## src/fc_pkg.sv

```systemverilog
// Shared types, constants and factorial helpers for the factoradic converter.
package fc_pkg;

  // Result field widths and the highest factorial position within 32 bits.
  localparam int unsigned DigitW = 4;
  localparam int unsigned PosW   = 4;
  localparam int unsigned MaxPos = 12;

  // What one cell reports to the collector: token present and its digit.
  typedef struct packed {
    logic              valid;
    logic [DigitW-1:0] digit;
  } fc_tap_t;

  // k! as a 64-bit constant.
  function automatic logic [63:0] fact(input int unsigned k);
    logic [63:0] acc;
    acc = 64'd1;
    for (int unsigned i = 2; i <= k; i++) begin
      acc = acc * 64'(i);
    end
    return acc;
  endfunction

  // Highest position k whose k! fits in a value of the given width.
  function automatic int unsigned num_positions(input int unsigned w);
    int unsigned n;
    n = 1;
    for (int unsigned k = 2; k <= MaxPos; k++) begin
      if (fact(k) < (64'd1 << w)) begin
        n = k;
      end
    end
    return n;
  endfunction

endpackage

```

## src/factoradic_converter.sv

```systemverilog
// Top level of the factoradic converter: digit cell chain and output register.
//
//   Channel   Direction  Handshake                Payload
//   input     in         in_valid_i / in_stall_o  value_i
//   output    out        out_valid_o / out_stall_i digit_o, position_o, last_o
//
// A request is loaded straight into the cell of its leading position k and
// then moves down one cell per cycle while the output is not stalled, so it
// yields k digits (k from 1 to 12), each then held in the output register.
// A new request is taken once the previous one has left the chain.
// Reset clears the cell tokens and the output valid; data registers are not
// reset. A stalled output freezes the whole chain.
module factoradic_converter import fc_pkg::*; #(
  parameter int unsigned VALUE_WIDTH = 32
) (
  input  logic              clk_i,
  input  logic              rst_ni,
  input  logic              in_valid_i,
  output logic              in_stall_o,
  input  logic [31:0]       value_i,
  output logic              out_valid_o,
  input  logic              out_stall_i,
  output logic [DigitW-1:0] digit_o,
  output logic [PosW-1:0]   position_o,
  output logic              last_o
);

  localparam int unsigned NumPos = num_positions(VALUE_WIDTH);

  logic [VALUE_WIDTH-1:0] value;
  logic [PosW-1:0]        top_pos;
  logic                   busy;
  logic                   accept;
  logic                   adv;

  logic                   valid_chain [1:NumPos+1];
  logic [VALUE_WIDTH-1:0] rem_chain   [1:NumPos+1];
  fc_tap_t                taps        [1:NumPos];

  logic [DigitW-1:0] sel_digit;
  logic [PosW-1:0]   sel_pos;

  logic              out_valid_d, out_valid_q;
  logic [DigitW-1:0] digit_d, digit_q;
  logic [PosW-1:0]   pos_d, pos_q;
  logic              last_d, last_q;

  // Only the low bits of the request are converted.
  assign value = value_i[VALUE_WIDTH-1:0];

  // Leading position: highest k whose k! does not exceed the value.
  always_comb begin
    top_pos = PosW'(1);
    for (int unsigned k = 2; k <= NumPos; k++) begin
      if ({{(64-VALUE_WIDTH){1'b0}}, value} >= fact(k)) begin
        top_pos = PosW'(k);
      end
    end
  end

  // Chain occupancy and handshakes.
  always_comb begin
    busy = 1'b0;
    for (int unsigned k = 1; k <= NumPos; k++) begin
      busy = busy | taps[k].valid;
    end
  end

  assign in_stall_o = busy;
  assign accept     = in_valid_i & ~busy;
  assign adv        = ~out_valid_q | ~out_stall_i;

  // Nothing enters the chain above the top cell.
  assign valid_chain[NumPos+1] = 1'b0;
  assign rem_chain[NumPos+1]   = '0;

  for (genvar k = 1; k <= NumPos; k++) begin : g_cell
    fc_cell #(
      .K(k),
      .W(VALUE_WIDTH)
    ) u_cell (
      .clk_i      (clk_i),
      .rst_ni     (rst_ni),
      .adv_i      (adv),
      .load_i     (accept && (top_pos == PosW'(k))),
      .load_rem_i (value),
      .up_valid_i (valid_chain[k+1]),
      .up_rem_i   (rem_chain[k+1]),
      .tap_o      (taps[k]),
      .valid_o    (valid_chain[k]),
      .rem_o      (rem_chain[k])
    );
  end

  // At most one cell holds the token, so the taps are simply merged.
  always_comb begin
    sel_digit = '0;
    sel_pos   = '0;
    for (int unsigned k = 1; k <= NumPos; k++) begin
      if (taps[k].valid) begin
        sel_digit = sel_digit | taps[k].digit;
        sel_pos   = sel_pos | PosW'(k);
      end
    end
  end

  // Output register: takes the current digit whenever it is free or drained.
  always_comb begin
    out_valid_d = out_valid_q;
    digit_d     = digit_q;
    pos_d       = pos_q;
    last_d      = last_q;
    if (adv) begin
      out_valid_d = busy;
      digit_d     = sel_digit;
      pos_d       = sel_pos;
      last_d      = (sel_pos == PosW'(1));
    end
  end

  always_ff @(posedge clk_i or negedge rst_ni) begin
    if (!rst_ni) begin
      out_valid_q <= 1'b0;
    end else begin
      out_valid_q <= out_valid_d;
    end
  end

  always_ff @(posedge clk_i) begin
    digit_q <= digit_d;
    pos_q   <= pos_d;
    last_q  <= last_d;
  end

  assign out_valid_o = out_valid_q;
  assign digit_o     = digit_q;
  assign position_o  = pos_q;
  assign last_o      = last_q;

endmodule

```

## src/fc_cell.sv

```systemverilog
// One digit cell of the converter chain, fixed to factorial position K.
module fc_cell import fc_pkg::*; #(
  parameter int unsigned K = 1,
  parameter int unsigned W = 32
) (
  input  logic         clk_i,
  input  logic         rst_ni,
  input  logic         adv_i,
  input  logic         load_i,
  input  logic [W-1:0] load_rem_i,
  input  logic         up_valid_i,
  input  logic [W-1:0] up_rem_i,
  output fc_tap_t      tap_o,
  output logic         valid_o,
  output logic [W-1:0] rem_o
);

  localparam logic [63:0] FactK = fact(K);

  logic         valid_d, valid_q;
  logic [W-1:0] rem_d, rem_q;
  logic [DigitW-1:0] digit;
  logic [W-1:0] sub;

  // The request token either arrives from the cell above, is loaded
  // directly from the input, or waits here while the output is stalled.
  always_comb begin
    valid_d = load_i | (adv_i ? up_valid_i : valid_q);
    if (load_i) begin
      rem_d = load_rem_i;
    end else if (adv_i) begin
      rem_d = up_rem_i;
    end else begin
      rem_d = rem_q;
    end
  end

  always_ff @(posedge clk_i or negedge rst_ni) begin
    if (!rst_ni) begin
      valid_q <= 1'b0;
    end else begin
      valid_q <= valid_d;
    end
  end

  always_ff @(posedge clk_i) begin
    rem_q <= rem_d;
  end

  // Parallel compares against the multiples of K!; the largest one met
  // gives the digit and the amount to subtract.
  always_comb begin
    digit = '0;
    sub   = '0;
    for (int unsigned d = 1; d <= K; d++) begin
      if ({{(64-W){1'b0}}, rem_q} >= FactK * 64'(d)) begin
        digit = DigitW'(d);
        sub   = W'(FactK * 64'(d));
      end
    end
  end

  assign rem_o       = rem_q - sub;
  assign valid_o     = valid_q;
  assign tap_o.valid = valid_q;
  assign tap_o.digit = digit;

endmodule
```

## config.mk

```make
export PLATFORM = sky130hd
export DESIGN_NAME = factoradic_converter
export DESIGN_NICKNAME = d
export VERILOG_FILES = /design/src/fc_pkg.sv /design/src/factoradic_converter.sv /design/src/fc_cell.sv
export SDC_FILE = /design/constraint.sdc
export NUM_CORES = 1
export LEC_CHECK = 0
export CAP_MARGIN = 20
export CORE_MARGIN = 10
export CORE_UTILIZATION = 59
export CTS_CLUSTER_DIAMETER = 120
export CTS_CLUSTER_SIZE = 30
export DETAILED_ROUTE_END_ITERATION = 16
export DONT_BUFFER_PORTS = 1
export GPL_TIMING_DRIVEN = 0
export HOLD_SLACK_MARGIN = 0.02
export PLACE_DENSITY = 0.78
export SETUP_SLACK_MARGIN = 0.15
export SYNTH_ARGS = -nofsm -noshare
export SYNTH_HDL_FRONTEND = slang
export SYNTH_SLANG_ARGS = --single-unit
```

## constraint.sdc

```tcl
create_clock -name clk_i -period 4.7 [get_ports clk_i]
set_input_delay 0.235 -clock clk_i [delete_from_list [all_inputs] [get_ports clk_i]]
set_output_delay 0.235 -clock clk_i [all_outputs]
set_load 0.005 [all_outputs]
```

Word level (Yosys, flattened, before mapping)
Index checks and enable logic that the tools add are counted.
{ "totals": {"in_bits": 36, "wordCells": 418, "output_inout_bits": 11, "regBits": 406} }
{ "op_classes": {"magnitude_cmp": 85, "addsub": 11, "bitwise": 39, "eq_ne": 13, "muxes": 218, "n_reduce_logical": 24} }
{ "ops": {"columns": ["op", "n"], "rows": [
  ["$mux 32", 28],
  ["$ge 32x29->1 const B", 7],
  ["$ge 32x22->1 const B", 6],
  ["$mux 29", 6],
  ["$ge 32x25->1 const B", 5],
  ["$mux 4", 34],
  ["$ge 32x19->1 const B", 4],
  ["$ge 32x32->1 const B", 4],
  ["$ge 32x7->1 const B", 4],
  ["$mux 25", 5],
  ["$mux 3", 40],
  ["$mux 22", 5],
  ["$ge 32x10->1 const B", 3],
  ["$ge 32x12->1 const B", 3],
  ["$ge 32x13->1 const B", 3],
  ["$ge 32x15->1 const B", 3],
  ["$ge 32x16->1 const B", 3],
  ["$ge 32x18->1 const B", 3],
  ["$ge 32x21->1 const B", 3],
  ["$ge 32x26->1 const B", 3],
  ["$ge 32x28->1 const B", 3],
  ["$ge 32x3->1 const B", 3],
  ["$ge 32x5->1 const B", 3],
  ["$mux 28", 3],
  ["other kinds (61)", 206]
]} }

Logic depth before layout (Yosys ltp)
{ "depth": {"word_depth": 25, "ltp_mapped": 20, "mapped_depth_nobuf": 19} }

Modules after synthesis
Synthesis repeated with hierarchy kept, for this count alone.
{ "hier_totals": {"hier_cells": 3277, "area_unflattened_um2": 33056.7} }
{ "by_module_without_submodules": {"columns": ["mod", "n_inst", "cells_each", "seq_area_each_um2", "area_each_um2"], "rows": [
  ["fc_cell at g_cell[11].u_cell", 1, 402, 985.9, 3535.9],
  ["fc_cell at g_cell[12].u_cell", 1, 347, 985.9, 3230.6],
  ["fc_cell at g_cell[10].u_cell", 1, 337, 985.9, 3199.3],
  ["fc_cell at g_cell[9].u_cell", 1, 331, 985.9, 3089.2],
  ["fc_cell at g_cell[8].u_cell", 1, 267, 985.9, 2698.8],
  ["fc_cell at g_cell[7].u_cell", 1, 261, 985.9, 2680.1],
  ["fc_cell at g_cell[6].u_cell", 1, 230, 985.9, 2422.3],
  ["fc_cell at g_cell[5].u_cell", 1, 217, 985.9, 2358.5],
  ["fc_cell at g_cell[3].u_cell", 1, 196, 985.9, 2273.4],
  ["fc_cell at g_cell[4].u_cell", 1, 195, 985.9, 2229.6],
  ["fc_cell at g_cell[1].u_cell", 1, 172, 985.9, 2069.5],
  ["fc_cell at g_cell[2].u_cell", 1, 171, 985.9, 2062.0],
  ["factoradic_converter", 1, 151, 295.3, 1207.4]
]} }

Least setup slack after synthesis
OpenSTA, ideal clock, no wires.
{ "synth_timing": {"path_type": "reg-to-reg", "from": "register g_cell[11].u_cell.rem_q[10]", "to": "register g_cell[10].u_cell.rem_q[31], data pin", "slack_ns": -0.282, "t_required_ns": 4.446, "stages_incl_launch_ff": 19, "setup_time_ns": 0.254, "n_path_buf": 1, "period_less_slack_ns": 4.982, "arrival_ns": 4.727, "cell_sequence": "edfxtp_1 > clkbuf_1 > o211a_1 > or4_1 > a2111o_1 > a41oi_1 > nor2b_1 > nor2b_1 > o21ai_1 > inv_1 > ha_1 > nor2b_1 > o31a_1 > o311ai_0 > o21ai_0 > a211oi_1 > nor3_1 > o31a_1 > o21a_1"} }
{ "synth_between": {"elab_chain_len": 15, "elab_cells_between_ends": 25, "cone_classes": "1 x add/sub; 11 x order compare; 13 x mux"} }
{ "synth_lines": {"columns": ["item", "line_no", "text"], "rows": [
  ["start, declared", "fc_cell.sv:21", "logic [W-1:0] rem_d, rem_q;"],
  ["start signal, assigned", "fc_cell.sv:47", "rem_q <= rem_d;"],
  ["$ge 32x26->1", "fc_cell.sv:56", "if ({{(64-W){1'b0}}, rem_q} >= FactK * 64'(d)) begin"],
  ["$mux 26", "fc_cell.sv:56", null],
  ["$mux 27 (2 in series)", "fc_cell.sv:56", null],
  ["$mux 28 (3 in series)", "fc_cell.sv:56", null],
  ["$mux 29 (5 in series)", "fc_cell.sv:56", null],
  ["$sub 32x29->32 (*)", "fc_cell.sv:63", "assign rem_o = rem_q - sub;"],
  ["$mux 32 (*)", "fc_cell.sv:31", "end else if (adv_i) begin"],
  ["$mux 32 (*)", "fc_cell.sv:29", "if (load_i) begin"],
  ["via g_cell[10].u_cell.rem_d[31]", "fc_cell.sv:21", null],
  ["end signal, assigned", "fc_cell.sv:47", null],
  ["end, declared", "fc_cell.sv:21", null]
]} }
Mark *: on every way through the listed nets, which the timed path passes. The rest lies on a longest branch. The select of a mux whose other input is x is not followed.
A chain may end at the register's enable or synchronous reset.

Final worst setup path
{ "layout_timing": {"from": "register g_cell[11].u_cell.rem_q[14]", "to": "register g_cell[10].u_cell.rem_q[27], data pin"} }
The elaborated chain is that of the path after synthesis.

==> report_table.html <==
<table>
<tr><th>Metric</th><th>Value</th></tr>
<tr><th colspan="2">Status</th></tr>
<tr><td>Result of the run</td><td>finished, violations left</td></tr>
<tr><td>Failing checks</td><td>negative setup slack</td></tr>
<tr><th colspan="2">Routing</th></tr>
<tr><td>Per-cell routed wire length</td><td>22.1 um</td></tr>
<tr><td>Detail-routed via count per cell</td><td>6.53</td></tr>
<tr><td>Wirelength, routed</td><td>89,900 um</td></tr>
<tr><td>Number of detailed-routing iterations run before antenna repair</td><td>8</td></tr>
<tr><td>Routed via count</td><td>26,600</td></tr>
<tr><td>Initial detailed-routing violation count</td><td>2,686</td></tr>
<tr><td>Antenna-violating nets left</td><td>0</td></tr>
<tr><td>DRC violation count after routing</td><td>0</td></tr>
<tr><th colspan="2">Min path</th></tr>
<tr><td>Path class of the lowest-slack min-delay path</td><td>input pin to flip-flop</td></tr>
<tr><td>Hold path startpoint</td><td>value_i[3]</td></tr>
<tr><td>Worst Hold Depth</td><td>2</td></tr>
<tr><td>Sink of the worst hold path</td><td>g_cell[9].u_cell.rem_q[3]</td></tr>
<tr><th colspan="2">Worst setup path</th></tr>
<tr><td>Critical Setup Path Class</td><td>flip-flop to flip-flop</td></tr>
<tr><td>Maximum single-stage delay on the critical path</td><td>0.50 ns</td></tr>
<tr><td>Arrival @ worst endpoint</td><td>5.08 ns</td></tr>
<tr><td>Worst Reg-to-Reg Cells</td><td>19</td></tr>
<tr><td>Worst path required time</td><td>5.01 ns</td></tr>
<tr><td>Cell seen most often among critical-path stages</td><td>sky130_fd_sc_hd__nor2b_4</td></tr>
<tr><td>Critical Path Fanout Max</td><td>3</td></tr>
<tr><td>Worst path slowest cell</td><td>sky130_fd_sc_hd__or4_1</td></tr>
<tr><td>Launching element type of the critical path</td><td>flip-flop</td></tr>
<tr><td>Critical path capture point type</td><td>flip-flop</td></tr>
<tr><td>Start of the worst register-to-register path</td><td>g_cell[11].u_cell.rem_q[14]</td></tr>
<tr><td>Slack of the worst reg-to-reg path</td><td>-0.07 ns</td></tr>
<tr><td>Ordered cell list for the critical path</td><td>clkbuf_8 -&gt; a21o_1 -&gt; or4_1 -&gt; a2111o_1 -&gt; a41oi_4 -&gt; nor2b_4 -&gt; nor2b_4 -&gt; o21ai_4 -&gt; inv_2 -&gt; ha_4 -&gt; nor2b_4 -&gt; o31a_1 -&gt; o311ai_4 -&gt; o21ai_2 -&gt; a211oi_2 -&gt; buf_4 -&gt; o31ai_4 -&gt; xnor2_1 -&gt; nor2_1</td></tr>
<tr><td>Endpoint of the worst register-to-register path</td><td>g_cell[10].u_cell.rem_q[27]</td></tr>
<tr><th colspan="2">Floorplanning</th></tr>
<tr><td>Standard-cell row count</td><td>81</td></tr>
<tr><td>Die width</td><td>242 um</td></tr>
<tr><td>Die Area</td><td>58,700 sq um</td></tr>
<tr><td>Top-level I/O count</td><td>47</td></tr>
<tr><td>Area inside the core boundary</td><td>48,800 sq um</td></tr>
<tr><td>Initial core utilization</td><td>59.6%</td></tr>
<tr><td>Height of the chip</td><td>242 um</td></tr>
<tr><th colspan="2">Power</th></tr>
<tr><td>Total power consumption of the routed design</td><td>0.0147 W</td></tr>
<tr><td>Sequential fraction of design power</td><td>41.7%</td></tr>
<tr><td>Switching part of the total power</td><td>40.6%</td></tr>
<tr><td>Standby leakage power</td><td>12.3 nW</td></tr>
<tr><td>Relative contribution of the clock network to total power</td><td>12.6%</td></tr>
<tr><td>Int Power</td><td>0.00874 W</td></tr>
<tr><td>Peak supply drop</td><td>0.000414 V</td></tr>
<tr><td>Pwr/cell area</td><td>428 nW/um^2</td></tr>
<tr><td>Gate power share</td><td>45.7%</td></tr>
<tr><td>Sw power</td><td>0.00598 W</td></tr>
<tr><th colspan="2">Synthesis</th></tr>
<tr><td>EDFF count, synth</td><td>393</td></tr>
<tr><td>Yosys synthesis warning count</td><td>0</td></tr>
<tr><td>Sequential element share of the synthesized area</td><td>41.6%</td></tr>
<tr><td>Distinct cells, synth</td><td>92</td></tr>
<tr><td>Fraction of registers with async set or reset after synthesis</td><td>3.20%</td></tr>
<tr><td>Most frequently used flop master after synthesis</td><td>sky130_fd_sc_hd__edfxtp_1</td></tr>
<tr><td>Number of nets produced by synthesis</td><td>3,329</td></tr>
<tr><td>Gate count after technology mapping</td><td>3,158</td></tr>
<tr><td>Synthesis-stage register bit count</td><td>406</td></tr>
<tr><td>Post-Synthesis Mean Instance Area</td><td>9.23 sq um</td></tr>
<tr><td>Post-Synthesis Cell Area</td><td>29,100 sq um</td></tr>
<tr><th colspan="2">Timing</th></tr>
<tr><td>Hold violation count in the final report</td><td>0</td></tr>
<tr><td>Tmin final</td><td>4.77 ns</td></tr>
<tr><td>Worst Tran Pin Value</td><td>1.13 ns</td></tr>
<tr><td>Unrepaired setup endpoints after global routing</td><td>true</td></tr>
<tr><td>Fmax</td><td>0.210 GHz</td></tr>
<tr><td>Worst-case clock skew</td><td>0.0270 ns</td></tr>
<tr><td>Worst max-slew margin expressed relative to the limit</td><td>24.9%</td></tr>
<tr><td># setup viols final</td><td>9</td></tr>
<tr><td>Final worst setup slack</td><td>-0.0668 ns</td></tr>
<tr><td>Pins Over Slew Limit</td><td>0</td></tr>
<tr><td>Ratio of final minimum period to clock period</td><td>101%</td></tr>
<tr><td>Total Neg Setup Slack</td><td>-0.279 ns</td></tr>
<tr><td>Post-route worst hold slack</td><td>0.0897 ns</td></tr>
<tr><th colspan="2">Cells and area</th></tr>
<tr><td>Area of the multi-input gates</td><td>17,900 sq um</td></tr>
<tr><td>Final nets</td><td>3,569</td></tr>
<tr><td>Ratio of cells with drive above 1 in the final layout</td><td>20.4%</td></tr>
<tr><td>FILL cells</td><td>3,670</td></tr>
<tr><td>Layout area overhead</td><td>17.9%</td></tr>
<tr><td>Area taken by flip-flops and latches</td><td>12,100 sq um</td></tr>
<tr><td>Filler-free cell count of the finished design</td><td>4,067</td></tr>
<tr><td>Number of antenna repair diodes</td><td>0</td></tr>
<tr><td>Post-Layout Inst Area</td><td>34,300 sq um</td></tr>
<tr><th colspan="2">Place</th></tr>
<tr><td>Number of instances in the placed design</td><td>3,833</td></tr>
<tr><td>Port Buffers</td><td>0</td></tr>
<tr><td>Placed instance area</td><td>30,300 sq um</td></tr>
<tr><td>Placer's final routability congestion estimate</td><td>0.974</td></tr>
<tr><td>Detailed-placement wirelength estimate</td><td>64,100 um</td></tr>
<tr><th colspan="2">Clock tree</th></tr>
<tr><td>TritonCTS clock tree</td><td>yes</td></tr>
<tr><td>Htree depth</td><td>1</td></tr>
<tr><td>Buffer depth of the longest clock path</td><td>3</td></tr>
<tr><td>CTS root buf</td><td>sky130_fd_sc_hd__clkbuf_16</td></tr>
<tr><td>Post-CTS clock slew at the launch and capture registers of the worst setup and hold paths</td><td>0.13 ns</td></tr>
<tr><td>Later-pin clock latency in the skew report</td><td>0.57 ns</td></tr>
<tr><td>Clock sink total</td><td>406</td></tr>
<tr><td>Total CTS buffers</td><td>17</td></tr>
<tr><th colspan="2">GRT</th></tr>
<tr><td>Pin count of the biggest net entering global routing</td><td>33</td></tr>
<tr><td>Overflow left after global routing</td><td>0</td></tr>
<tr><td>Number of global-route vias before repair</td><td>24,700</td></tr>
<tr><td>Initial antenna violation count</td><td>1</td></tr>
<tr><td>Wire length of the first global-routing pass</td><td>134,000 um</td></tr>
<tr><td>All-layer global routing usage</td><td>28.2%</td></tr>
<tr><th colspan="2">Job</th></tr>
<tr><td>Max Cap Viol</td><td>0</td></tr>
</table>
## critical path: cells and delay by family (launching register included)
family / cells / cell delay, ns
simple gates: 5 / 1.01
compound gates: 9 / 2.20
buf+inv: 3 / 0.45
fa+ha+maj: 1 / 0.21
flops: 1 / 0.44
xor+xnor: 1 / 0.21
## stage by stage
stage / setup WS (ns) / utilization, %
after floorplan: 0.0245 / -
after global placement: -1.27 / 61.5
after detailed placement: -1.40 / 62.0
after CTS: 0.0132 / 66.8
after global routing: -0.209 / 70.3
final: -0.0668 / 70.3
## cell type report
class	count	share of cell area (%)
Clock buffer	20	1.27
Tap cell	664	2.42
Sequential cell	406	35.3
Clock inverter	4	0.153
Multi-Input combinational cell	2496	52.0
Buffer	156	2.25
Timing Repair Buffer	222	5.48
Inverter	99	1.08
## worst max path at each step
stage / cells after the start / start / to
final: 19 / g_cell[11].u_cell.rem_q[14] / g_cell[10].u_cell.rem_q[27]
after global routing: 19 / g_cell[11].u_cell.rem_q[14] / g_cell[10].u_cell.rem_q[28]
after CTS: 19 / g_cell[11].u_cell.rem_q[13] / g_cell[10].u_cell.rem_q[29]
after detailed placement: 16 / g_cell[8].u_cell.rem_q[21] / g_cell[7].u_cell.rem_q[31]
after global placement: 16 / g_cell[8].u_cell.rem_q[22] / g_cell[7].u_cell.rem_q[31]
after floorplan: 18 / g_cell[11].u_cell.rem_q[10] / g_cell[10].u_cell.rem_q[31]
## state kept, by name (all words and copies together) (netlist names)
name and count:
position_o 4, out_valid_o 1, digit_o 4, last_o 1, g_cell.u_cell.rem_q 384, g_cell.u_cell.valid_o 12
## layer usage
metal	vias up	wire length, um	global-route usage (%)
met2	1280	42600	46.9
met5	-	13	0
met1	12800	35600	36.1
li1	12200	-	-
met3	239	8390	5.54
met4	2	3250	9.43
## placed cells by master (no fill, tap or decap), types with 19 or more instances in the layout
cell / count
sky130_fd_sc_hd__inv_1: 90
sky130_fd_sc_hd__nor4_1: 52
sky130_fd_sc_hd__nor3_1: 74
sky130_fd_sc_hd__o21ai_2: 24
sky130_fd_sc_hd__or3_1: 49
sky130_fd_sc_hd__o31ai_1: 25
sky130_fd_sc_hd__nand3_1: 72
sky130_fd_sc_hd__and3_1: 29
sky130_fd_sc_hd__clkbuf_2: 23
sky130_fd_sc_hd__xnor2_1: 135
sky130_fd_sc_hd__edfxtp_1: 393
sky130_fd_sc_hd__nor2_1: 350
sky130_fd_sc_hd__nor2b_1: 20
sky130_fd_sc_hd__xor2_1: 78
sky130_fd_sc_hd__or4_1: 30
sky130_fd_sc_hd__o21ai_1: 19
sky130_fd_sc_hd__a21oi_1: 146
sky130_fd_sc_hd__nand2_1: 311
sky130_fd_sc_hd__mux2_2: 31
sky130_fd_sc_hd__buf_2: 41
sky130_fd_sc_hd__o211ai_1: 24
sky130_fd_sc_hd__clkbuf_1: 77
sky130_fd_sc_hd__ha_1: 103
sky130_fd_sc_hd__o21ai_0: 154
sky130_fd_sc_hd__or2_2: 32
sky130_fd_sc_hd__nand2b_1: 45
sky130_fd_sc_hd__a21o_1: 34
sky130_fd_sc_hd__o21a_1: 46
sky130_fd_sc_hd__a21oi_2: 37
sky130_fd_sc_hd__nand4_1: 24
sky130_fd_sc_hd__a211oi_1: 28
sky130_fd_sc_hd__buf_4: 194
sky130_fd_sc_hd__and2_1: 51
## cells by family after synthesis
group	Yosys count	share of synthesized area, %
flip-flops	406	41.6
AND/OR/NAND/NOR	1308	22.3
multiplexers	45	1.74
buffers and inverters	257	3.63
AO/OA/AOI/OAI	789	18.0
XOR/XNOR	218	6.55
adder cells (fa/ha/maj)	135	6.08
## cell usage after synthesis, types with 23 or more instances
library cell	n	area [sq um]
sky130_fd_sc_hd__a31oi_1	23	144
sky130_fd_sc_hd__o21ai_0	195	976
sky130_fd_sc_hd__nand2_1	314	1180
sky130_fd_sc_hd__clkbuf_1	110	413
sky130_fd_sc_hd__nand2b_1	47	294
sky130_fd_sc_hd__a21o_1	34	255
sky130_fd_sc_hd__o21a_1	46	345
sky130_fd_sc_hd__nor4_1	76	475
sky130_fd_sc_hd__or3_1	59	369
sky130_fd_sc_hd__nor2b_1	26	163
sky130_fd_sc_hd__nand3_1	75	375
sky130_fd_sc_hd__edfxtp_1	393	11800
sky130_fd_sc_hd__and3_1	30	188
sky130_fd_sc_hd__nor2_1	365	1370
sky130_fd_sc_hd__nor3_1	90	450
sky130_fd_sc_hd__o31ai_1	36	270
sky130_fd_sc_hd__nand4_1	24	150
sky130_fd_sc_hd__and2_1	54	338
sky130_fd_sc_hd__a21oi_1	188	941
sky130_fd_sc_hd__mux2_2	31	349
sky130_fd_sc_hd__xor2_1	80	701
sky130_fd_sc_hd__o211ai_1	24	180
sky130_fd_sc_hd__or2_2	36	225
sky130_fd_sc_hd__or4_1	46	345
sky130_fd_sc_hd__a211oi_1	41	308
sky130_fd_sc_hd__buf_2	36	180
sky130_fd_sc_hd__inv_1	97	364
sky130_fd_sc_hd__xnor2_1	138	1210
sky130_fd_sc_hd__ha_1	124	1550
## power groups by stage
stage	Combinational, W	Sequential, W	Clock [W]
detailed placement	0.00506	0.00611	0
finish	0.00672	0.00614	0.00186
floorplan	0.00394	0.00574	0
global route	0.00729	0.00621	0.00198
global placement	0.00493	0.00611	0
CTS	0.00578	0.00603	0.00186
## timing repair
action,CTS,global route
pin swaps,92,152
cloned,1,0
hold buffers,15,0
endpoints found under the setup margin,186,323
hold endpoints to repair,44,0
buffers inserted,108,88
resized for setup,219,255
Note: power is estimated with default switching activity, not from simulation.
